## src/design/bmalloc_pkg.sv

```systemverilog
`timescale 1ns / 1ps

package bmalloc_pkg;

   localparam int DEF_BLOCK_BYTES     = 4096;
   localparam int DEF_MAX_FILE_BLOCKS = 12;

   localparam int MAP_WORD_BITS = 32;
   localparam int MAP_WORDS     = 1024;
   localparam int WIDX_W        = $clog2(MAP_WORDS);
   localparam int BIT_W         = $clog2(MAP_WORD_BITS);
   localparam int ENTRY_W       = WIDX_W + BIT_W;
   localparam int MAP_ENTRIES   = MAP_WORDS * MAP_WORD_BITS;
   localparam int LIMIT_W       = 16;
   localparam int CSR_W         = 2;

   typedef logic [MAP_WORD_BITS-1:0] word_type;

   // Operation codes.
   localparam logic [2:0] OP_LOAD_INODE = 3'd0;
   localparam logic [2:0] OP_LOAD_DATA  = 3'd1;
   localparam logic [2:0] OP_READ_INODE = 3'd2;
   localparam logic [2:0] OP_READ_DATA  = 3'd3;
   localparam logic [2:0] OP_ALLOC      = 3'd4;

   // Result status codes.
   localparam logic [2:0] ST_OK        = 3'd0;
   localparam logic [2:0] ST_TOO_LARGE = 3'd1;
   localparam logic [2:0] ST_NO_INODE  = 3'd2;
   localparam logic [2:0] ST_NO_BLOCKS = 3'd3;
   localparam logic [2:0] ST_OVERFLOW  = 3'd4;

   // Configuration register indexes.
   localparam logic [CSR_W-1:0] CSR_INODE_TOTAL = 2'd0;
   localparam logic [CSR_W-1:0] CSR_DATA_TOTAL  = 2'd1;
   localparam logic [CSR_W-1:0] CSR_DATA_BASE   = 2'd2;

   // Map read address sources.
   localparam logic [1:0] RS_REQ    = 2'd0;
   localparam logic [1:0] RS_SCAN   = 2'd1;
   localparam logic [1:0] RS_INODE  = 2'd2;
   localparam logic [1:0] RS_CHOSEN = 2'd3;

   // Map write kinds.
   localparam logic [1:0] WR_NONE  = 2'd0;
   localparam logic [1:0] WR_LOAD  = 2'd1;
   localparam logic [1:0] WR_IMARK = 2'd2;
   localparam logic [1:0] WR_BMARK = 2'd3;

   // Result kinds.
   localparam logic [1:0] EMIT_NONE  = 2'd0;
   localparam logic [1:0] EMIT_READ  = 2'd1;
   localparam logic [1:0] EMIT_ERR   = 2'd2;
   localparam logic [1:0] EMIT_BLOCK = 2'd3;

   typedef struct packed {
      logic [2:0]  operation;
      logic [9:0]  word_index;
      logic [31:0] word_value;
      logic [31:0] file_size_bytes;
   } req_type;

   typedef struct packed {
      logic [2:0]  status;
      logic [15:0] inode_number;
      logic [31:0] block_number;
      logic [3:0]  block_slot;
      logic [31:0] read_value;
      logic        last;
   } rsp_type;

   typedef struct packed {
      logic       capture;
      logic       scan_init;
      logic       scan_next;
      logic       ino_take;
      logic       bword_load;
      logic       pick;
      logic       slot_next;
      logic [1:0] rd_sel;
      logic [1:0] map_wr;
      logic [1:0] emit;
      logic [2:0] err;
   } cmd_type;

   typedef struct packed {
      logic [2:0] op;
      logic       too_large;
      logic       inode_none;
      logic       ino_found;
      logic       ino_last;
      logic       dlimit_zero;
      logic       bfree_nz;
      logic       blk_last;
      logic       pick_done;
      logic       ovf;
      logic       slot_last;
   } stat_type;

   // Index of the lowest set bit; zero when none is set.
   function automatic logic [BIT_W-1:0] lowest_one(input word_type w);
      logic [BIT_W-1:0] r;
      r = '0;
      for (int i = MAP_WORD_BITS - 1; i >= 0; i--) begin
         if (w[i]) begin
            r = BIT_W'(i);
         end
      end
      return r;
   endfunction

   // Ones in the positions below rem, all ones when rem covers the word.
   function automatic word_type low_mask(input logic [LIMIT_W-1:0] rem);
      word_type m;
      m = '1;
      if (rem < LIMIT_W'(MAP_WORD_BITS)) begin
         m = ~({MAP_WORD_BITS{1'b1}} << rem[BIT_W-1:0]);
      end
      return m;
   endfunction

endpackage

```

## src/design/bmalloc_ctrl.sv

```systemverilog
`timescale 1ns / 1ps

module bmalloc_ctrl import bmalloc_pkg::*; (
   input  logic     clock,
   input  logic     reset,
   input  logic     start,
   input  stat_type stat,
   output logic     busy,
   output cmd_type  cmd
);

   localparam logic [3:0] S_IDLE   = 4'd0;
   localparam logic [3:0] S_DECODE = 4'd1;
   localparam logic [3:0] S_RDOUT  = 4'd2;
   localparam logic [3:0] S_IRD    = 4'd3;
   localparam logic [3:0] S_IEV    = 4'd4;
   localparam logic [3:0] S_BRD    = 4'd5;
   localparam logic [3:0] S_BEV    = 4'd6;
   localparam logic [3:0] S_PICK   = 4'd7;
   localparam logic [3:0] S_FINAL  = 4'd8;
   localparam logic [3:0] S_IMRD   = 4'd9;
   localparam logic [3:0] S_IMWR   = 4'd10;
   localparam logic [3:0] S_BMRD   = 4'd11;
   localparam logic [3:0] S_BMWR   = 4'd12;

   logic [3:0] state_ff;
   logic [3:0] state_in;

   assign busy = (state_ff != S_IDLE);

   always_comb begin
      cmd      = '0;
      cmd.rd_sel = RS_REQ;
      cmd.map_wr = WR_NONE;
      cmd.emit   = EMIT_NONE;
      cmd.err    = ST_OK;
      state_in = state_ff;
      unique case (state_ff)
         S_IDLE: begin
            if (start) begin
               cmd.capture = 1'b1;
               state_in    = S_DECODE;
            end
         end
         S_DECODE: begin
            unique case (stat.op)
               OP_LOAD_INODE, OP_LOAD_DATA: begin
                  cmd.map_wr = WR_LOAD;
                  state_in   = S_IDLE;
               end
               OP_READ_INODE, OP_READ_DATA: begin
                  cmd.rd_sel = RS_REQ;
                  state_in   = S_RDOUT;
               end
               OP_ALLOC: begin
                  priority if (stat.too_large) begin
                     cmd.emit = EMIT_ERR;
                     cmd.err  = ST_TOO_LARGE;
                     state_in = S_IDLE;
                  end else if (stat.inode_none) begin
                     cmd.emit = EMIT_ERR;
                     cmd.err  = ST_NO_INODE;
                     state_in = S_IDLE;
                  end else begin
                     cmd.scan_init = 1'b1;
                     state_in      = S_IRD;
                  end
               end
               default: begin
                  state_in = S_IDLE;
               end
            endcase
         end
         S_RDOUT: begin
            cmd.emit = EMIT_READ;
            state_in = S_IDLE;
         end
         S_IRD: begin
            cmd.rd_sel = RS_SCAN;
            state_in   = S_IEV;
         end
         S_IEV: begin
            priority if (stat.ino_found) begin
               cmd.ino_take  = 1'b1;
               cmd.scan_init = 1'b1;
               if (stat.dlimit_zero) begin
                  cmd.emit = EMIT_ERR;
                  cmd.err  = ST_NO_BLOCKS;
                  state_in = S_IDLE;
               end else begin
                  state_in = S_BRD;
               end
            end else if (stat.ino_last) begin
               cmd.emit = EMIT_ERR;
               cmd.err  = ST_NO_INODE;
               state_in = S_IDLE;
            end else begin
               cmd.scan_next = 1'b1;
               state_in      = S_IRD;
            end
         end
         S_BRD: begin
            cmd.rd_sel = RS_SCAN;
            state_in   = S_BEV;
         end
         S_BEV: begin
            cmd.bword_load = 1'b1;
            state_in       = S_PICK;
         end
         S_PICK: begin
            priority if (stat.bfree_nz) begin
               cmd.pick = 1'b1;
               if (stat.pick_done) begin
                  state_in = S_FINAL;
               end
            end else if (stat.blk_last) begin
               cmd.emit = EMIT_ERR;
               cmd.err  = ST_NO_BLOCKS;
               state_in = S_IDLE;
            end else begin
               cmd.scan_next = 1'b1;
               state_in      = S_BRD;
            end
         end
         S_FINAL: begin
            if (stat.ovf) begin
               cmd.emit = EMIT_ERR;
               cmd.err  = ST_OVERFLOW;
               state_in = S_IDLE;
            end else begin
               state_in = S_IMRD;
            end
         end
         S_IMRD: begin
            cmd.rd_sel = RS_INODE;
            state_in   = S_IMWR;
         end
         S_IMWR: begin
            cmd.map_wr = WR_IMARK;
            state_in   = S_BMRD;
         end
         S_BMRD: begin
            cmd.rd_sel = RS_CHOSEN;
            state_in   = S_BMWR;
         end
         S_BMWR: begin
            cmd.map_wr = WR_BMARK;
            cmd.emit   = EMIT_BLOCK;
            if (stat.slot_last) begin
               state_in = S_IDLE;
            end else begin
               cmd.slot_next = 1'b1;
               state_in      = S_BMRD;
            end
         end
         default: begin
            state_in = S_IDLE;
         end
      endcase
   end

   always_ff @(posedge clock) begin
      if (reset) begin
         state_ff <= S_IDLE;
      end else begin
         state_ff <= state_in;
      end
   end

endmodule

```

## config.mk

```make
export PLATFORM = sky130hd
export DESIGN_NAME = bmalloc_ctrl
export DESIGN_NICKNAME = d
export VERILOG_FILES = /design/src/design/bmalloc_pkg.sv /design/src/design/bmalloc_ctrl.sv
export SDC_FILE = /design/constraint.sdc
export NUM_CORES = 1
export LEC_CHECK = 0
export BUFFER_PORTS_ARGS = -buffer_cell sky130_fd_sc_hd__buf_2
export CAP_MARGIN = 20
export CELL_PAD_IN_SITES_DETAIL_PLACEMENT = 1
export CELL_PAD_IN_SITES_GLOBAL_PLACEMENT = 2
export CORE_MARGIN = 2
export CORE_UTILIZATION = 19
export DETAILED_ROUTE_END_ITERATION = 7
export GPL_ROUTABILITY_DRIVEN = 0
export PLACE_DENSITY = 0.73
export REMOVE_ABC_BUFFERS = 1
export SLEW_MARGIN = 0
export SYNTH_ARGS = -nofsm -noshare
export SYNTH_HDL_FRONTEND = slang
export SYNTH_SLANG_ARGS = --single-unit
```

## constraint.sdc

```tcl
create_clock -name clock -period 1.7 [get_ports clock]
set_input_delay 0.255 -clock clock [delete_from_list [all_inputs] [get_ports clock]]
set_output_delay 0.255 -clock clock [all_outputs]
set_load 0.1 [all_outputs]
```

# [Word level (Yosys, flattened, before mapping)]
# Index checks and enable logic that the tools add are counted.
# Widths: inputs -> output; s select.
[word_totals] word_cells=71 ff_bits=4 input_bits=16 output_inout_bits=17
[op_classes] n_eq_ne=18 reduce_logical=7 n_mux=45
[ops] op="$pmux 4 s12" count=1
[ops] op="$mux 5" count=9
[ops] op="$mux 4" count=7
[ops] op="$eq 4x4->1 const B" count=5
[ops] op="$mux 1" count=17
[ops] op="$eq 4x3->1 const B" count=4
[ops] op="$pmux 2 s3" count=2
[ops] op="$pmux 2 s6" count=1
[ops] op="$pmux 3 s4" count=1
[ops] op="$eq 4x2->1 const B" count=2
[ops] op="$pmux 4 s2" count=1
[ops] op="$eq 3x2->1 const B" count=2
[ops] op="$mux 3" count=2
[ops] op="$reduce_or 2->1" count=3
[ops] op="$eq 4x1->1 const B" count=1
[ops] op="$logic_not 4->1" count=1
[ops] op="$mux 2" count=2
[ops] op="$pmux 1 s2" count=2
[ops] op="$reduce_bool 4->1" count=1
[ops] op="$eq 3x1->1 const B" count=1
[ops] op="$eq 3x3->1 const B" count=1
[ops] op="$logic_not 3->1" count=1
[ops] op="$ne 3x3->1 const B" count=1
[ops] op="$ne 2x2->1 const B" count=1
[ops] op="$reduce_and 2->1" count=1

# [Longest topological paths before layout]
[logic_depth] depth_word=4 depth_mapped=6

# [Worst setup path before layout]
# Ideal clock, no wire load.
[synth_path] kind="register to output" from="register state_ff[1]" to="output cmd[2] (netlist name)" slack_ns=-2.111 t_arrival_ns=3.556 stages_incl_launch_ff=4 path_cell_list="dfxtp_1 buf_2 clkbuf_1 nor4_1"
[synth_rtl] item="start: declaration" line_no="bmalloc_ctrl.sv:26" rtl="logic [3:0] state_ff;"
[synth_rtl] item="start signal: assignment" line_no="bmalloc_ctrl.sv:166" rtl="state_ff <= state_in;"
[synth_rtl] item="end: declaration" line_no="bmalloc_ctrl.sv:9" rtl="output cmd_type cmd"

==> impl_metrics.env <==
export IMPL_firstDrtPassIters=4
export IMPL_ys_flop_type="dfxtp_1"
export IMPL_ant_nets=0
export IMPL_hold_buffers=0
export IMPL_syn_avg_cell_area_um2=6.80
export IMPL_routed_wl_mm=2.58
export IMPL_fmax_mhz=464
export IMPL_synth_common_cells="nor2_1, o21ai_0, nand2b_1"
export IMPL_ys_types=40
export IMPL_n_antenna_cell=0
export IMPL_path_clk_slew_ns=0.04
export IMPL_synth_most_common_cell="nor2_1"
export IMPL_critPathKind="flop to primary output"
export IMPL_drv_cap=0
export IMPL_dp_cells=170
export IMPL_start_util_pct=19.8
export IMPL_synthTopCellsByArea="dfxtp_1, nor2_1, o21ai_0"
export IMPL_layout_setup_ws_ns=-0.455
export IMPL_vdd_drop_max_mv=0.182
export IMPL_synth_area_um2=598
export IMPL_vias=869
export IMPL_status="finished with violations"
export IMPL_cp_end_kind="primary output"
export IMPL_synthToLayoutAreaGrowth_pct=127
export IMPL_pre_cts_ws_ns=-0.256
export IMPL_cp_max_fo=3
export IMPL_avgViaCountPerCell=4.91
export IMPL_clock_skew_ns=0.00608
export IMPL_hold_viol=0
export IMPL_drv_slew=0
export IMPL_fin_nets=151
export IMPL_arrival_ns=1.90
export IMPL_slew_headroom_pct=79.8
export IMPL_cts_buffers=3
export IMPL_numPortBuffers=32
export IMPL_hold_path_class="primary input to flop"
export IMPL_ys_warn_count=0
export IMPL_cts_tree="built"
export IMPL_rsz0062_at_grt="true"
export IMPL_final_setup_viol_count=11
export IMPL_io_pins=33
export IMPL_grt_overflow=0
export IMPL_power_density_mw_per_mm2=340
export IMPL_cp_required_ns=1.44
export IMPL_root_buffer="clkbuf_4"
export IMPL_grt_max_degree=21
export IMPL_drive_gt1_share_pct=59.4
export IMPL_p_leak_nw=0.539
export IMPL_ys_async_sr_fraction_pct=0
export IMPL_synth_edf_count=0
export IMPL_top_regs="state_ff x4"
export IMPL_ys_ff_latch=4
export IMPL_design_area_mm2=0.00136
export IMPL_top_register="state_ff"
export IMPL_fin_crit_sh_pct=127
export IMPL_dp_hpwl_mm=1.92
export IMPL_tightestPinTransition_ns=0.302
export IMPL_drc=0
export IMPL_dieArea_mm2=0.00361
export IMPL_final_util_pct=44.9
export IMPL_core_area_mm2=0.00303
export IMPL_synth_top_area_cell="dfxtp_1"
export IMPL_syn_inst=88
export IMPL_h_tree_depth=1
export IMPL_antenna_found_initial=0
export IMPL_dpl_cell_area_mm2=0.00113
export IMPL_clock_latency_ns=0.25
export IMPL_layout_min_cycle_time_ns=2.16
export IMPL_grt_pass1_wl_mm=4.21
export IMPL_die_y_um=60.1
export IMPL_avgRoutedWirePerCell_um=14.6
export IMPL_clock_sinks=4
export IMPL_track_usage_pct=15.2
export IMPL_grt_pass1_vias=906
export IMPL_violations="negative setup slack"
export IMPL_rows=20
export IMPL_instances_no_fill=177
export IMPL_largest_reg_flops=4
export IMPL_drtIter0Drc=11
export IMPL_fin_tns_setup_ns=-2.49
export IMPL_die_w_um=60.1
export IMPL_clockBufferDepth=2
export IMPL_yosysSeqAreaShare_pct=13.4
export IMPL_netlist_area_leader_share_pct=13.4
export IMPL_cp_start_kind="flop"
-- routing by layer --
| layer | track usage [%] | share of wire, % | vias up |
|---|---|---|---|
| li1 | - | - | 417 |
| met5 | 0 | 0 | - |
| met1 | 19.2 | 42 | 423 |
| met2 | 26.6 | 53 | 27 |
| met4 | 5.08 | 1.0 | 0 |
| met3 | 1.30 | 3.5 | 2 |
-- area by class of cell --
| cell class | count | area, um2 |
|---|---|---|
| multi-input cells | 73 | 607 |
| clock buffers | 3 | 22.5 |
| inverters | 5 | 18.8 |
| flip-flops and latches | 4 | 82.6 |
| repair buffers | 48 | 573 |
| fillers | 351 | 1670 |
| well taps | 44 | 55.1 |
-- critical path: stages (launching register included) --
cell     delay (ns)
dfxtp_2        0.31
or4b_4         0.55
nor4b_4        0.24
buf_4          0.17
a221o_1        0.19
buf_12         0.18
-- what timing repair did --
| action | 4_1_cts | 5_1_grt |
|---|---|---|
| gates resized for setup | 27 | 14 |
| buffers inserted | 4 | 0 |
| endpoints found under the setup margin | 16 | 18 |
| pin swaps | 7 | 5 |
-- cell usage in the layout, fill, tap and decap left out, types with 3 or more instances in the layout --
master    instances
buf_12           17
buf_2            15
o21ai_0           8
buf_4             8
nor2_1            6
buf_6             6
inv_1             4
nand2b_1          4
nor2_4            3
and2_1            3
clkbuf_4          3
-- logic make-up (layout without fill, tap and decap cells) --
kind of cell,after synthesis,count (layout),share of synthesized area (%)
flip-flops,4,4,13.4
buffers and inverters,11,56,7.32
AO/OA/AOI/OAI,27,27,31.2
AND/OR/NAND/NOR,45,45,46.2
multiplexers,1,1,1.88
-- where the power goes --
part | switching, mW | internal, mW | leakage [nW]
combinational | 0.139 | 0.0966 | 0.491
clock | 0.0478 | 0.0796 | 0.0138
sequential | 0.00241 | 0.0975 | 0.0335
-- final timing paths --
check | startpoint | to | slack [ns] | depth (start not counted)
min reg2reg | state_ff[2] | state_ff[1] | 0.79 | 3
max | state_ff[2] | cmd[0] | -0.46 | 5
min | reset | state_ff[2] | 0.21 | 2
max reg2reg | state_ff[2] | state_ff[0] | -0.02 | 6
-- through the flow --
stage               hold WS [ns]  power [mW]
floorplan                  0.324       0.211
finish                     0.207       0.462
CTS                        0.214       0.453
global placement           0.456       0.300
detailed placement         0.463       0.303
global route               0.222       0.484
(Power assumes the default switching activity.)
